**src/rtl/pfx_pkg.sv**
```systemverilog
// ----------------------------------------------------------------------------
// pfx_pkg
// Shared constants for the postfix expression evaluator: stack geometry,
// character codes of the operators and the result status codes.
// ----------------------------------------------------------------------------
package pfx_pkg;

  localparam int unsigned DATA_W      = 32;
  localparam int unsigned STACK_DEPTH = 16;
  localparam int unsigned STACK_AW    = (STACK_DEPTH > 1) ? $clog2(STACK_DEPTH) : 1;
  localparam int unsigned STACK_CW    = $clog2(STACK_DEPTH + 1);

  localparam logic [7:0] SYM_ZERO = 8'h30;  // '0'
  localparam logic [7:0] SYM_ADD  = 8'h2B;  // '+'
  localparam logic [7:0] SYM_SUB  = 8'h2D;  // '-'
  localparam logic [7:0] SYM_MUL  = 8'h2A;  // '*'
  localparam logic [7:0] SYM_DIV  = 8'h2F;  // '/'

  localparam logic [2:0] STAT_OK    = 3'd0;
  localparam logic [2:0] STAT_UNDER = 3'd1;
  localparam logic [2:0] STAT_OVER  = 3'd2;
  localparam logic [2:0] STAT_DIV0  = 3'd3;
  localparam logic [2:0] STAT_EMPTY = 3'd4;

endpackage

```
**src/rtl/pfx_in_if.sv**
```systemverilog
// ----------------------------------------------------------------------------
// pfx_in_if / pfx_out_if
// Valid/ready channels of the evaluator: character words in, result words out.
// ----------------------------------------------------------------------------
interface pfx_in_if;
  logic       valid;
  logic       ready;
  logic [7:0] symbol;
  logic       last;

  modport source (output valid, output symbol, output last, input ready);
  modport sink   (input valid, input symbol, input last, output ready);
endinterface

interface pfx_out_if;
  logic               valid;
  logic               ready;
  logic signed [31:0] value;
  logic        [2:0]  status;

  modport source (output valid, output value, output status, input ready);
  modport sink   (input valid, input value, input status, output ready);
endinterface

```
**src/rtl/postfix_expression_evaluator.sv**
```systemverilog
// ----------------------------------------------------------------------------
// postfix_expression_evaluator
// Evaluates postfix expressions one character word at a time on a stack
// held in a synchronous memory.
//
//   channel | dir | words                 | handshake
//   in_i    | in  | symbol[7:0], last     | valid/ready
//   out_o   | out | value[31:0], status   | valid/ready, one word per last
//
// The bit-serial divider runs 32 steps for '/', but not when the divisor
// is zero. Every character starts with a two-address read of the stack
// memory, whose read data is registered. Reset clears the stack count, the
// error record and the output register; memory contents need no clearing
// since only entries below the count are read. A result waiting on out_o does
// not block the next character; only a last character stalls until the
// output register frees.
// ----------------------------------------------------------------------------
module postfix_expression_evaluator
  import pfx_pkg::*;
(
  input  logic     clk_i,
  input  logic     rst_ni,
  pfx_in_if.sink   in_i,
  pfx_out_if.source out_o
);

  typedef enum logic [1:0] {
    S_IDLE,
    S_READ,
    S_DIV,
    S_PUSH
  } state_e;

  // stack memory: one write port, two registered read ports
  logic [DATA_W-1:0] stack_q [STACK_DEPTH];
  logic [DATA_W-1:0] rd_b_q, rd_a_q;
  logic [STACK_AW-1:0] raddr_b, raddr_a;
  logic                mem_we;
  logic [STACK_AW-1:0] mem_waddr;
  logic [DATA_W-1:0]   mem_wdata;

  state_e              state_q, state_d;
  logic [STACK_CW-1:0] cnt_q, cnt_d;
  logic [2:0]          err_q, err_d;
  logic [7:0]          sym_q, sym_d;
  logic                last_q, last_d;
  logic [DATA_W-1:0]   res_q, res_d;
  logic                neg_q, neg_d;
  logic                out_valid_q, out_valid_d;
  logic [DATA_W-1:0]   out_value_q, out_value_d;
  logic [2:0]          out_status_q, out_status_d;

  logic                in_acc;
  logic                is_op;
  logic                have_a, have_b;
  logic [DATA_W-1:0]   op_a, op_b;
  logic [STACK_CW-1:0] cnt_pop;
  logic                div_zero;
  logic [DATA_W-1:0]   operand_val;
  logic                finish_stall;

  logic                fin_go;
  logic [STACK_CW-1:0] fin_cnt;
  logic [2:0]          fin_err;
  logic [DATA_W-1:0]   fin_top;
  logic                emit;

  logic                div_start;
  logic                div_done;
  logic [DATA_W-1:0]   div_quo;
  logic [DATA_W-1:0]   mag_a, mag_b;

  assign in_acc = in_i.valid && in_i.ready;
  assign in_i.ready = (state_q == S_IDLE);

  // read the two top entries of the stack when a character arrives
  assign raddr_b = (cnt_q >= STACK_CW'(1)) ? STACK_AW'(cnt_q - STACK_CW'(1)) : '0;
  assign raddr_a = (cnt_q >= STACK_CW'(2)) ? STACK_AW'(cnt_q - STACK_CW'(2)) : '0;

  always_ff @(posedge clk_i) begin
    if (in_acc) begin
      rd_b_q <= stack_q[raddr_b];
      rd_a_q <= stack_q[raddr_a];
    end
    if (mem_we) begin
      stack_q[mem_waddr] <= mem_wdata;
    end
  end

  // pops of an empty stack yield all ones
  assign is_op  = (sym_q inside {SYM_ADD, SYM_SUB, SYM_MUL, SYM_DIV});
  assign have_b = (cnt_q >= STACK_CW'(1));
  assign have_a = (cnt_q >= STACK_CW'(2));
  assign op_b   = have_b ? rd_b_q : '1;
  assign op_a   = have_a ? rd_a_q : '1;
  assign cnt_pop  = have_a ? (cnt_q - STACK_CW'(2)) : '0;
  assign div_zero = (sym_q == SYM_DIV) && (op_b == '0);
  assign operand_val = {{(DATA_W-8){1'b0}}, sym_q} - DATA_W'(SYM_ZERO);

  // magnitudes for the divider; the sign is restored on the quotient
  assign mag_a = op_a[DATA_W-1] ? (DATA_W'(0) - op_a) : op_a;
  assign mag_b = op_b[DATA_W-1] ? (DATA_W'(0) - op_b) : op_b;

  // a last character needs the output register free before it retires
  assign finish_stall = last_q && out_valid_q && !out_o.ready;

  pfx_div u_div (
    .clk_i      (clk_i),
    .rst_ni     (rst_ni),
    .start_i    (div_start),
    .dividend_i (mag_a),
    .divisor_i  (mag_b),
    .done_o     (div_done),
    .quotient_o (div_quo)
  );

  always_comb begin
    state_d      = state_q;
    cnt_d        = cnt_q;
    err_d        = err_q;
    sym_d        = sym_q;
    last_d       = last_q;
    res_d        = res_q;
    neg_d        = neg_q;
    out_valid_d  = out_valid_q && !out_o.ready;
    out_value_d  = out_value_q;
    out_status_d = out_status_q;
    mem_we       = 1'b0;
    mem_waddr    = cnt_q[STACK_AW-1:0];
    mem_wdata    = res_q;
    div_start    = 1'b0;
    fin_go       = 1'b0;
    fin_cnt      = cnt_q;
    fin_err      = err_q;
    fin_top      = res_q;

    case (state_q)
      S_IDLE: begin
        if (in_acc) begin
          sym_d   = in_i.symbol;
          last_d  = in_i.last;
          state_d = S_READ;
        end
      end
      S_READ: begin
        if (is_op) begin
          cnt_d = cnt_pop;
          // first error wins: underflow precedes divide by zero
          if (err_q == STAT_OK) begin
            if (!have_a) begin
              err_d = STAT_UNDER;
            end else if (div_zero) begin
              err_d = STAT_DIV0;
            end
          end
          state_d = S_PUSH;
          case (sym_q)
            SYM_ADD: res_d = op_a + op_b;
            SYM_SUB: res_d = op_a - op_b;
            SYM_MUL: res_d = op_a * op_b;
            SYM_DIV: begin
              if (div_zero) begin
                res_d = '0;
              end else begin
                div_start = 1'b1;
                neg_d     = op_a[DATA_W-1] ^ op_b[DATA_W-1];
                state_d   = S_DIV;
              end
            end
            default: res_d = res_q;
          endcase
        end else if (!finish_stall) begin
          fin_go = 1'b1;
          if (cnt_q < STACK_CW'(STACK_DEPTH)) begin
            mem_we    = 1'b1;
            mem_wdata = operand_val;
            fin_cnt   = cnt_q + STACK_CW'(1);
            fin_top   = operand_val;
          end else begin
            // full: drop the push, top stays the last entry
            fin_err = (err_q == STAT_OK) ? STAT_OVER : err_q;
            fin_top = rd_b_q;
          end
        end
      end
      S_DIV: begin
        if (div_done) begin
          res_d   = neg_q ? (DATA_W'(0) - div_quo) : div_quo;
          state_d = S_PUSH;
        end
      end
      S_PUSH: begin
        // after two pops there is always room for the result
        if (!finish_stall) begin
          mem_we  = 1'b1;
          fin_go  = 1'b1;
          fin_cnt = cnt_q + STACK_CW'(1);
          fin_top = res_q;
        end
      end
      default: state_d = S_IDLE;
    endcase

    if (fin_go) begin
      state_d = S_IDLE;
      if (last_q) begin
        out_valid_d = 1'b1;
        out_value_d = (fin_cnt == '0) ? '1 : fin_top;
        if (fin_err != STAT_OK) begin
          out_status_d = fin_err;
        end else begin
          out_status_d = (fin_cnt == '0) ? STAT_EMPTY : STAT_OK;
        end
        cnt_d = '0;
        err_d = STAT_OK;
      end else begin
        cnt_d = fin_cnt;
        err_d = fin_err;
      end
    end
  end

  assign emit = fin_go && last_q;

  always_ff @(posedge clk_i or negedge rst_ni) begin
    if (!rst_ni) begin
      state_q      <= S_IDLE;
      cnt_q        <= '0;
      err_q        <= STAT_OK;
      sym_q        <= '0;
      last_q       <= 1'b0;
      res_q        <= '0;
      neg_q        <= 1'b0;
      out_valid_q  <= 1'b0;
      out_value_q  <= '0;
      out_status_q <= STAT_OK;
    end else begin
      state_q      <= state_d;
      cnt_q        <= cnt_d;
      err_q        <= err_d;
      sym_q        <= sym_d;
      last_q       <= last_d;
      res_q        <= res_d;
      neg_q        <= neg_d;
      out_valid_q  <= out_valid_d;
      out_value_q  <= out_value_d;
      out_status_q <= out_status_d;
    end
  end

  assign out_o.valid  = out_valid_q;
  assign out_o.value  = out_value_q;
  assign out_o.status = out_status_q;

  // hold the count within the stack
  assert property (@(posedge clk_i) disable iff (!rst_ni)
    cnt_q <= STACK_CW'(STACK_DEPTH))
    else $error("stack count beyond depth");

  // drop the stack after a result is produced
  assert property (@(posedge clk_i) disable iff (!rst_ni)
    emit |=> (cnt_q == '0) && (err_q == STAT_OK) && out_valid_q)
    else $error("stack not cleared after result");

  // keep the first error until the expression ends
  assert property (@(posedge clk_i) disable iff (!rst_ni)
    (err_q != STAT_OK) && !emit |=> err_q == $past(err_q))
    else $error("first error overwritten");

  // the divider may finish only while in the divide state
  assert property (@(posedge clk_i) disable iff (!rst_ni)
    div_done |-> state_q == S_DIV)
    else $error("divider finished outside divide state");

endmodule

```
**src/rtl/pfx_div.sv**
```systemverilog
// ----------------------------------------------------------------------------
// pfx_div
// Unsigned restoring divider, one quotient bit per cycle.
// ----------------------------------------------------------------------------
module pfx_div
  import pfx_pkg::*;
(
  input  logic              clk_i,
  input  logic              rst_ni,
  input  logic              start_i,
  input  logic [DATA_W-1:0] dividend_i,
  input  logic [DATA_W-1:0] divisor_i,
  output logic              done_o,
  output logic [DATA_W-1:0] quotient_o
);

  localparam int unsigned StepW = $clog2(DATA_W);

  logic              busy_q;
  logic              done_q;
  logic [StepW-1:0]  step_q;
  logic [DATA_W:0]   rem_q;
  logic [DATA_W-1:0] quo_q;
  logic [DATA_W-1:0] dvs_q;

  logic [DATA_W:0]   shifted;
  logic [DATA_W+1:0] diff;

  assign shifted = {rem_q[DATA_W-1:0], quo_q[DATA_W-1]};
  assign diff    = {1'b0, shifted} - {2'b00, dvs_q};

  always_ff @(posedge clk_i or negedge rst_ni) begin
    if (!rst_ni) begin
      busy_q <= 1'b0;
      done_q <= 1'b0;
      step_q <= '0;
      rem_q  <= '0;
      quo_q  <= '0;
      dvs_q  <= '0;
    end else begin
      done_q <= 1'b0;
      if (start_i) begin
        busy_q <= 1'b1;
        step_q <= '0;
        rem_q  <= '0;
        quo_q  <= dividend_i;
        dvs_q  <= divisor_i;
      end else if (busy_q) begin
        // subtract when it fits, otherwise keep the shifted remainder
        if (!diff[DATA_W+1]) begin
          rem_q <= diff[DATA_W:0];
          quo_q <= {quo_q[DATA_W-2:0], 1'b1};
        end else begin
          rem_q <= shifted;
          quo_q <= {quo_q[DATA_W-2:0], 1'b0};
        end
        step_q <= step_q + 1'b1;
        if (step_q == StepW'(DATA_W - 1)) begin
          busy_q <= 1'b0;
          done_q <= 1'b1;
        end
      end
    end
  end

  assign done_o     = done_q;
  assign quotient_o = quo_q;

endmodule

```
**src/flat_wrapper.sv**
```systemverilog
// flat-port wrapper written by rule: the top's interface ports become plain ports
module postfix_expression_evaluator_flat import pfx_pkg::*;
  (clk_i, rst_ni, in_i_valid, in_i_symbol, in_i_last, in_i_ready, out_o_valid, out_o_value, out_o_status, out_o_ready);
  pfx_in_if in_i_i ();
  pfx_out_if out_o_i ();
  input  logic clk_i;
  input  logic rst_ni;
  input wire logic [$bits(in_i_i.valid)-1:0] in_i_valid;
  input wire logic [$bits(in_i_i.symbol)-1:0] in_i_symbol;
  input wire logic [$bits(in_i_i.last)-1:0] in_i_last;
  output wire logic [$bits(in_i_i.ready)-1:0] in_i_ready;
  output wire logic [$bits(out_o_i.valid)-1:0] out_o_valid;
  output wire logic [$bits(out_o_i.value)-1:0] out_o_value;
  output wire logic [$bits(out_o_i.status)-1:0] out_o_status;
  input wire logic [$bits(out_o_i.ready)-1:0] out_o_ready;
  assign in_i_i.valid = in_i_valid;
  assign in_i_i.symbol = in_i_symbol;
  assign in_i_i.last = in_i_last;
  assign in_i_ready = in_i_i.ready;
  assign out_o_valid = out_o_i.valid;
  assign out_o_value = out_o_i.value;
  assign out_o_status = out_o_i.status;
  assign out_o_i.ready = out_o_ready;
  postfix_expression_evaluator u_core (.clk_i(clk_i), .rst_ni(rst_ni), .in_i(in_i_i), .out_o(out_o_i));
endmodule
```
**config.mk**
```make
export PLATFORM = sky130hd
export DESIGN_NAME = postfix_expression_evaluator_flat
export DESIGN_NICKNAME = d
export VERILOG_FILES = /design/src/rtl/pfx_pkg.sv /design/src/rtl/pfx_in_if.sv /design/src/rtl/postfix_expression_evaluator.sv /design/src/rtl/pfx_div.sv /design/src/flat_wrapper.sv
export SDC_FILE = /design/constraint.sdc
export NUM_CORES = 2
export LEC_CHECK = 0
export BUFFER_PORTS_ARGS = -buffer_cell sky130_fd_sc_hd__buf_4
export CELL_PAD_IN_SITES_DETAIL_PLACEMENT = 0
export CELL_PAD_IN_SITES_GLOBAL_PLACEMENT = 2
export CORE_ASPECT_RATIO = 1.4
export CORE_MARGIN = 2
export CORE_UTILIZATION = 48
export DETAILED_ROUTE_END_ITERATION = 7
export PLACE_DENSITY_LB_ADDON = 0.1
export SLEW_MARGIN = 20
export SYNTH_ARGS = -nofsm -noshare
export SYNTH_HDL_FRONTEND = slang
export SYNTH_SLANG_ARGS = --single-unit
```
**constraint.sdc**
```tcl
create_clock -name clk_i -period 15.15 [get_ports clk_i]
set_clock_uncertainty 0.1 [all_clocks]
set_input_delay 1.515 -clock clk_i [delete_from_list [all_inputs] [get_ports clk_i]]
set_output_delay 1.515 -clock clk_i [all_outputs]
set_load 0.05 [all_outputs]
```
## Yosys cells after proc, flatten, opt, wreduce, memory -nomap -nowiden

Memories as Yosys holds them, arrays and structs flattened. A register that Yosys moved wholly into a read port is not among the register bits.
Index checks and enable logic that the tools add are counted.

- Flip-flop bits (word level): 191
- Bits in writable memories: 512
- Output and inout bits: 37
- Memories kept: 1

- Add/sub/neg operators: 11
- $mul: 1
- $lt $le $gt $ge: 3
- Equality and inequality tests: 16
- Mux-type cells: 81
- Bitwise logic cells: 2
- Reduce and logical (&&, ||, !) cells: 25

Memory list:

| memory | words | width | read ports | clocked after memory_dff | wr ports | line | text |
|---|---|---|---|---|---|---|---|
| u_core.stack_q | 16 | 32 | 2 | 2 | 1 | postfix_expression_evaluator.sv:35 | `logic [DATA_W-1:0] stack_q [STACK_DEPTH];` |

Operator list:

| kind | number |
|---|---|
| 32-bit two-way mux | 22 |
| 32-bit one-hot mux with 4 select lines | 1 |
| 1-bit by 32-bit subtractor with 32-bit output (first input constant) | 3 |
| 32-bit one-hot mux with 2 select lines | 1 |
| 5-bit two-way mux | 11 |
| 3-bit two-way mux | 14 |
| 33-bit by 32-bit subtractor with 34-bit output | 1 |
| 32-bit adder | 1 |
| 8-bit by 6-bit equality test with 1-bit output (second input constant) | 4 |
| 32-bit zero test | 1 |
| 32-bit by 32-bit multiplier with 32-bit output | 1 |
| 32-bit subtractor | 1 |
| 1-bit two-way mux | 21 |
| 4-bit AND reduction | 3 |
| 5-bit by 1-bit adder with 5-bit output (second input constant) | 2 |
| 2-bit two-way mux | 5 |
| 5-bit one-hot mux with 2 select lines | 1 |
| 2-bit nonzero test | 5 |
| 8-bit by 6-bit subtractor with 9-bit output (second input constant) | 1 |
| 4-bit two-way mux | 2 |
| 4-bit nonzero test | 2 |
| 3-bit by 2-bit inequality test with 1-bit output (second input constant) | 2 |
| 3-bit inequality test (second input constant) | 2 |
| 2-bit one-hot mux with 3 select lines | 1 |
| 23 further kinds | 31 |

## Logic depth before layout (Yosys ltp)

- Depth after elaboration: 10
- Gate-level depth with buffers: 37
- Depth with buffers taken out: 32

## Modules after synthesis

Synthesis repeated with hierarchy kept, for this count alone.

- Cells, all modules: 5683
- Area total of the unflattened synthesis: 57523.9 µm²

Modules (own cells, without submodules):

| module | instances | cells each | area each (µm²) | sequential area each (µm²) |
|---|---|---|---|---|
| postfix_expression_evaluator | 1 | 4956 | 51060.2 | 19498.7 |
| pfx_div | 1 | 727 | 6463.7 | 2577.5 |

## Worst setup path before layout

Ideal clock, no wire load.

- Path type: flip-flop to flip-flop
- Start point: reg u_core.cnt_q[2]
- End point: reg u_core.res_q[31]
- Library setup time: 0.077 ns
- Arrival: 8.598 ns
- Slack: 6.375 ns
- Cell stages (with the launch flop): 36
- Buffers on the path: 6
- Period minus slack after synthesis: 8.775 ns
- Cells stage by stage: dfrtp_1 clkbuf_1 inv_1 ha_1 nor3b_2 and3_1 buf_2 buf_2 buf_2 buf_1 nor2_1 clkbuf_1 nor2_1 fa_1 fa_1 fa_1 inv_1 fa_1 inv_1 fa_1 inv_1 fa_1 inv_1 fa_1 fa_1 ha_1 a21oi_1 o21ai_0 a32oi_1 nand3_1 o221ai_1 o21a_1 o21ai_0 xor2_1 nand2_1 a21oi_1

- Word-level cells in the longest chain between the ends: 6
- Elaborated cells between the ends (all ways): 14

Ends and longest elaborated chain:

| what | line | text |
|---|---|---|
| start, declared | postfix_expression_evaluator.sv:43 | `logic [STACK_CW-1:0] cnt_q, cnt_d;` |
| start signal, assigned | postfix_expression_evaluator.sv:239 | `cnt_q <= cnt_d;` |
| 5-bit by 2-bit >= comparator with 1-bit output / 5-bit by 1-bit >= comparator with 1-bit output (equally long branches) | postfix_expression_evaluator.sv:93, postfix_expression_evaluator.sv:92 |  |
| 32-bit two-way mux, on equally long branches | postfix_expression_evaluator.sv:95, postfix_expression_evaluator.sv:94 |  |
| 32-bit by 32-bit multiplier with 32-bit output, or another cell as far along | postfix_expression_evaluator.sv:160 | `SYM_MUL: res_d = op_a * op_b;` |
| 32-bit one-hot mux with 4 select lines / 1-bit logical AND (equally long branches) | postfix_expression_evaluator.sv:157, postfix_expression_evaluator.sv:97 |  |
| 32-bit two-way mux / 3-bit by 2-bit inequality test with 1-bit output (equally long branches) | - |  |
| 32-bit one-hot mux with 2 select lines / 5-bit AND reduction (equally long branches) | - |  |
| end signal, assigned | postfix_expression_evaluator.sv:243 | `res_q <= res_d;` |
| end, declared | postfix_expression_evaluator.sv:47 | `logic [DATA_W-1:0] res_q, res_d;` |

Several ways; a longest one is shown, not always the timed one. The select of a mux whose other input is x is not followed.
A chain may end at the register's enable or synchronous reset.

## Worst setup path in the final report

- Start point: reg u_core.cnt_q[2]
- End point: reg u_core.res_q[28]

Same word-level chain as after synthesis.

==> flow_summary.ini <==
[yosys]
netlist_area_um2 = 56210
synth_cell_types = 90
yosysTopAreaCellShare_pct = 30.77
yosysTopAreaCell = edfxtp_1
synthTopCellsByArea = edfxtp_1, fa_1, mux4_2
synth_nets = 5676
async_reset_ff_share_pct = 24.90
yosys_warnings = 0
yosysSeqAreaShare_pct = 39.28
synth_edf_count = 576
yosys_register_bits = 767
synth-main-ff-cell = edfxtp_1
synth_cells = 5044
post_synth.cell_area_avg_um2 = 11.14

[floorplan]
pin_count = 50
fp.dieH_um = 408.9
start_util_pct = 48.33
dieArea_um2 = 119900
coreArea_um2 = 116300
rows = 148
fp.dieW_um = 293.2

[global_routing]
grtUsageTotal_pct = 34.34
grt_max_degree = 110
met2_usage_pct = 58.02
grt_pass1_wl_um = 295000
grt.busiest_layer = met2
gr-usage-met3_pct = 5.915
antenna_found_initial = 11
grt_use_met1_pct = 41.90
first_global_vias = 42438
grt.overflow.total = 0

[layout]
areaGrowthSynthToFinish_pct = 9.236
finalNetCount = 5626
drive_above_1_share_pct = 13.18
fillers = 10208

[clock_tree]
clkLatencyLatePin_ns = 0.70
post_cts_buffers = 0
cts.repair.resized = 0
cts.sink_count = 767
h-tree-depth = 3
root_buffer = clkbuf_16
cts_tree = built
clkSlewWorstSetupHoldPaths_ns = 0.06
cts_hold_buf = 0
numCtsBuffers = 79
cts.path.max_buffers = 3

[timing]
final.min_clock_period_ns = 10.40
slew_violations = 0
worst_pin_slew_ns = 1.173
fmax_ghz = 0.09617
post-route-period-util_pct = 68.63
maxSlewHeadroom_pct = 21.81
rsz0062_at_grt = no
hold_viol = 0
finalSetupTns_ns = 0
setup_viol = 0

[critical_path]
path_max_fanout = 37
cpPeakStageDelay_ns = 0.75
cp_data_required_time_ns = 15.63
crit_buf_inv = 7
path_class = flop to flop
critical_path.slowest_cell = nor2_2
arrival_ns = 10.88
cp-start-kind = flop
worstSetupEndpointType = flop
crit_family = adder cells
crit_top_cell = fa_1

[route]
ant_nets = 0
drc = 0
wl_per_cell_um = 30.87
first_pass_iters = 7
vias = 41445
finalWirelength_um = 202500
drt-initial-drc-count = 3853
avgViaCountPerCell = 6.317

[worst_hold_path]
min_path_type = flop to flop

[placement]
dpl.hpwl_um = 137500
gp_congestion = 0.9921
io_buffers = 49

[outcome]
status = complete, no violations

[job]
drv_cap = 0
-- cell type report --
| cell class | count | area [µm²] | share of cell area [%] |
|---|---|---|---|
| Antenna cell | 1 | 2.502 | 0.004076 |
| Timing Repair Buffer | 187 | 1448 | 2.358 |
| Inverter | 486 | 1826 | 2.973 |
| Multi-Input combinational cell | 3473 | 31360 | 51.07 |
| Sequential cell | 767 | 22080 | 35.96 |
| Clock buffer | 96 | 2142 | 3.489 |
| Clock inverter | 51 | 665.6 | 1.084 |
| Tap cell | 1500 | 1877 | 3.057 |
-- routing by layer --
metal | vias up | wire length, µm
met2 | 1803 | 99770
met4 | 12 | 13140
li1 | 17669 | -
met3 | 519 | 15240
met5 | - | 89
met1 | 21442 | 74300
-- state kept, by name, summed over array words and instances (netlist names) --
| register | flops |
|---|---|
| u_core.u_div.dvs_q | 32 |
| u_core.u_div.step_q | 5 |
| u_core.u_div.quotient_o | 32 |
| u_core.u_div.rem_q | 32 |
| u_core.rd_a_q | 32 |
| u_core.rd_b_q | 32 |
| u_core.stack_q | 512 |
| u_core.state_q | 2 |
| u_core.out_o.status | 3 |
| u_core.neg_q | 1 |
| u_core.cnt_q | 5 |
| u_core.res_q | 32 |
| u_core.u_div.busy_q | 1 |
| u_core.out_o.value | 32 |
| u_core.u_div.done_o | 1 |
| u_core.last_q | 1 |
| u_core.out_o.valid | 1 |
| u_core.err_q | 3 |
| u_core.sym_q | 8 |
-- cell usage after synthesis (17+ instances only) --
| cell type | instances |
|---|---|
| a211oi_1 | 96 |
| a21o_1 | 51 |
| a21oi_1 | 174 |
| a221oi_1 | 22 |
| a31oi_1 | 123 |
| and2_1 | 67 |
| buf_1 | 35 |
| buf_2 | 28 |
| clkbuf_1 | 252 |
| dfrtp_1 | 191 |
| edfxtp_1 | 576 |
| fa_1 | 410 |
| ha_1 | 209 |
| inv_1 | 477 |
| mux2i_1 | 38 |
| mux4_2 | 256 |
| nand2_1 | 549 |
| nand2b_1 | 38 |
| nand3_1 | 57 |
| nor2_1 | 550 |
| nor2b_1 | 17 |
| nor3_1 | 38 |
| o21ai_0 | 209 |
| o22ai_1 | 25 |
| o31ai_1 | 31 |
| or3_1 | 23 |
| xnor2_1 | 151 |
| xor2_1 | 73 |
-- cell families after synthesis --
kind of cell	Yosys count	share of synthesized area, %
DFF	767	39.28
buffers and inverters	804	5.465
muxes	307	11.19
and+or+nand+nor	1428	10.99
AOI/OAI and AO/OA	893	10.24
adders and majority gates	619	19.26
xor gates and xnor gates	226	3.571
-- path summary, 6_finish.rpt --
| kind | cells past startpoint | from | slack (ns) | to |
|---|---|---|---|---|
| min | 2 | u_core.u_div.dvs_q[22] | 0.39 | u_core.u_div.dvs_q[22] |
| max reg2reg | 30 | u_core.cnt_q[2] | 4.75 | u_core.res_q[28] |
| max in group asynchronous | 3 | rst_ni | 11.91 | u_core.out_o.value[28] |
| min in group asynchronous | 1 | rst_ni | 0.76 | u_core.u_div.rem_q[4] |
| min reg2reg | 2 | u_core.u_div.dvs_q[22] | 0.39 | u_core.u_div.dvs_q[22] |
| max | 30 | u_core.cnt_q[2] | 4.75 | u_core.res_q[28] |
-- placed cells by master, fill, tap and decap left out, types with 55 or more instances in the layout --
master	n
edfxtp_1	576
dfrtp_1	189
inv_1	476
xor2_1	73
mux4_2	256
a21oi_1	171
buf_4	183
o21ai_0	209
nand2_1	547
and2_1	66
nand3_1	55
xnor2_1	151
fa_1	410
clkbuf_16	80
nor2_1	522
ha_1	209
a211oi_1	96
a31oi_1	118
-- tightest hold or removal path: cells and delay by family (launching register included) --
kind | cells | cell delay (ns)
compound gates | 1 | 0.06
flops | 1 | 0.34
simple gates | 1 | 0.05
-- through the flow --
step,cells,hold WS [ns],cell area (µm²),setup slack (ns),util (%)
2_1_floorplan,5044,0.3485,56210,6.375,-
3_3_place_gp,6413,0.3694,58580,4.944,50.38
3_5_place_dp,6413,0.3782,58590,4.840,50.38
4_1_cts,6560,0.3941,61390,4.842,52.79
5_1_grt,6560,0.4206,61400,4.270,52.79
6_report,6561,0.3857,61400,4.752,52.80
Power is not shown: default switching activity piles up to over one toggle a cycle in this logic, so the estimate is an artifact.
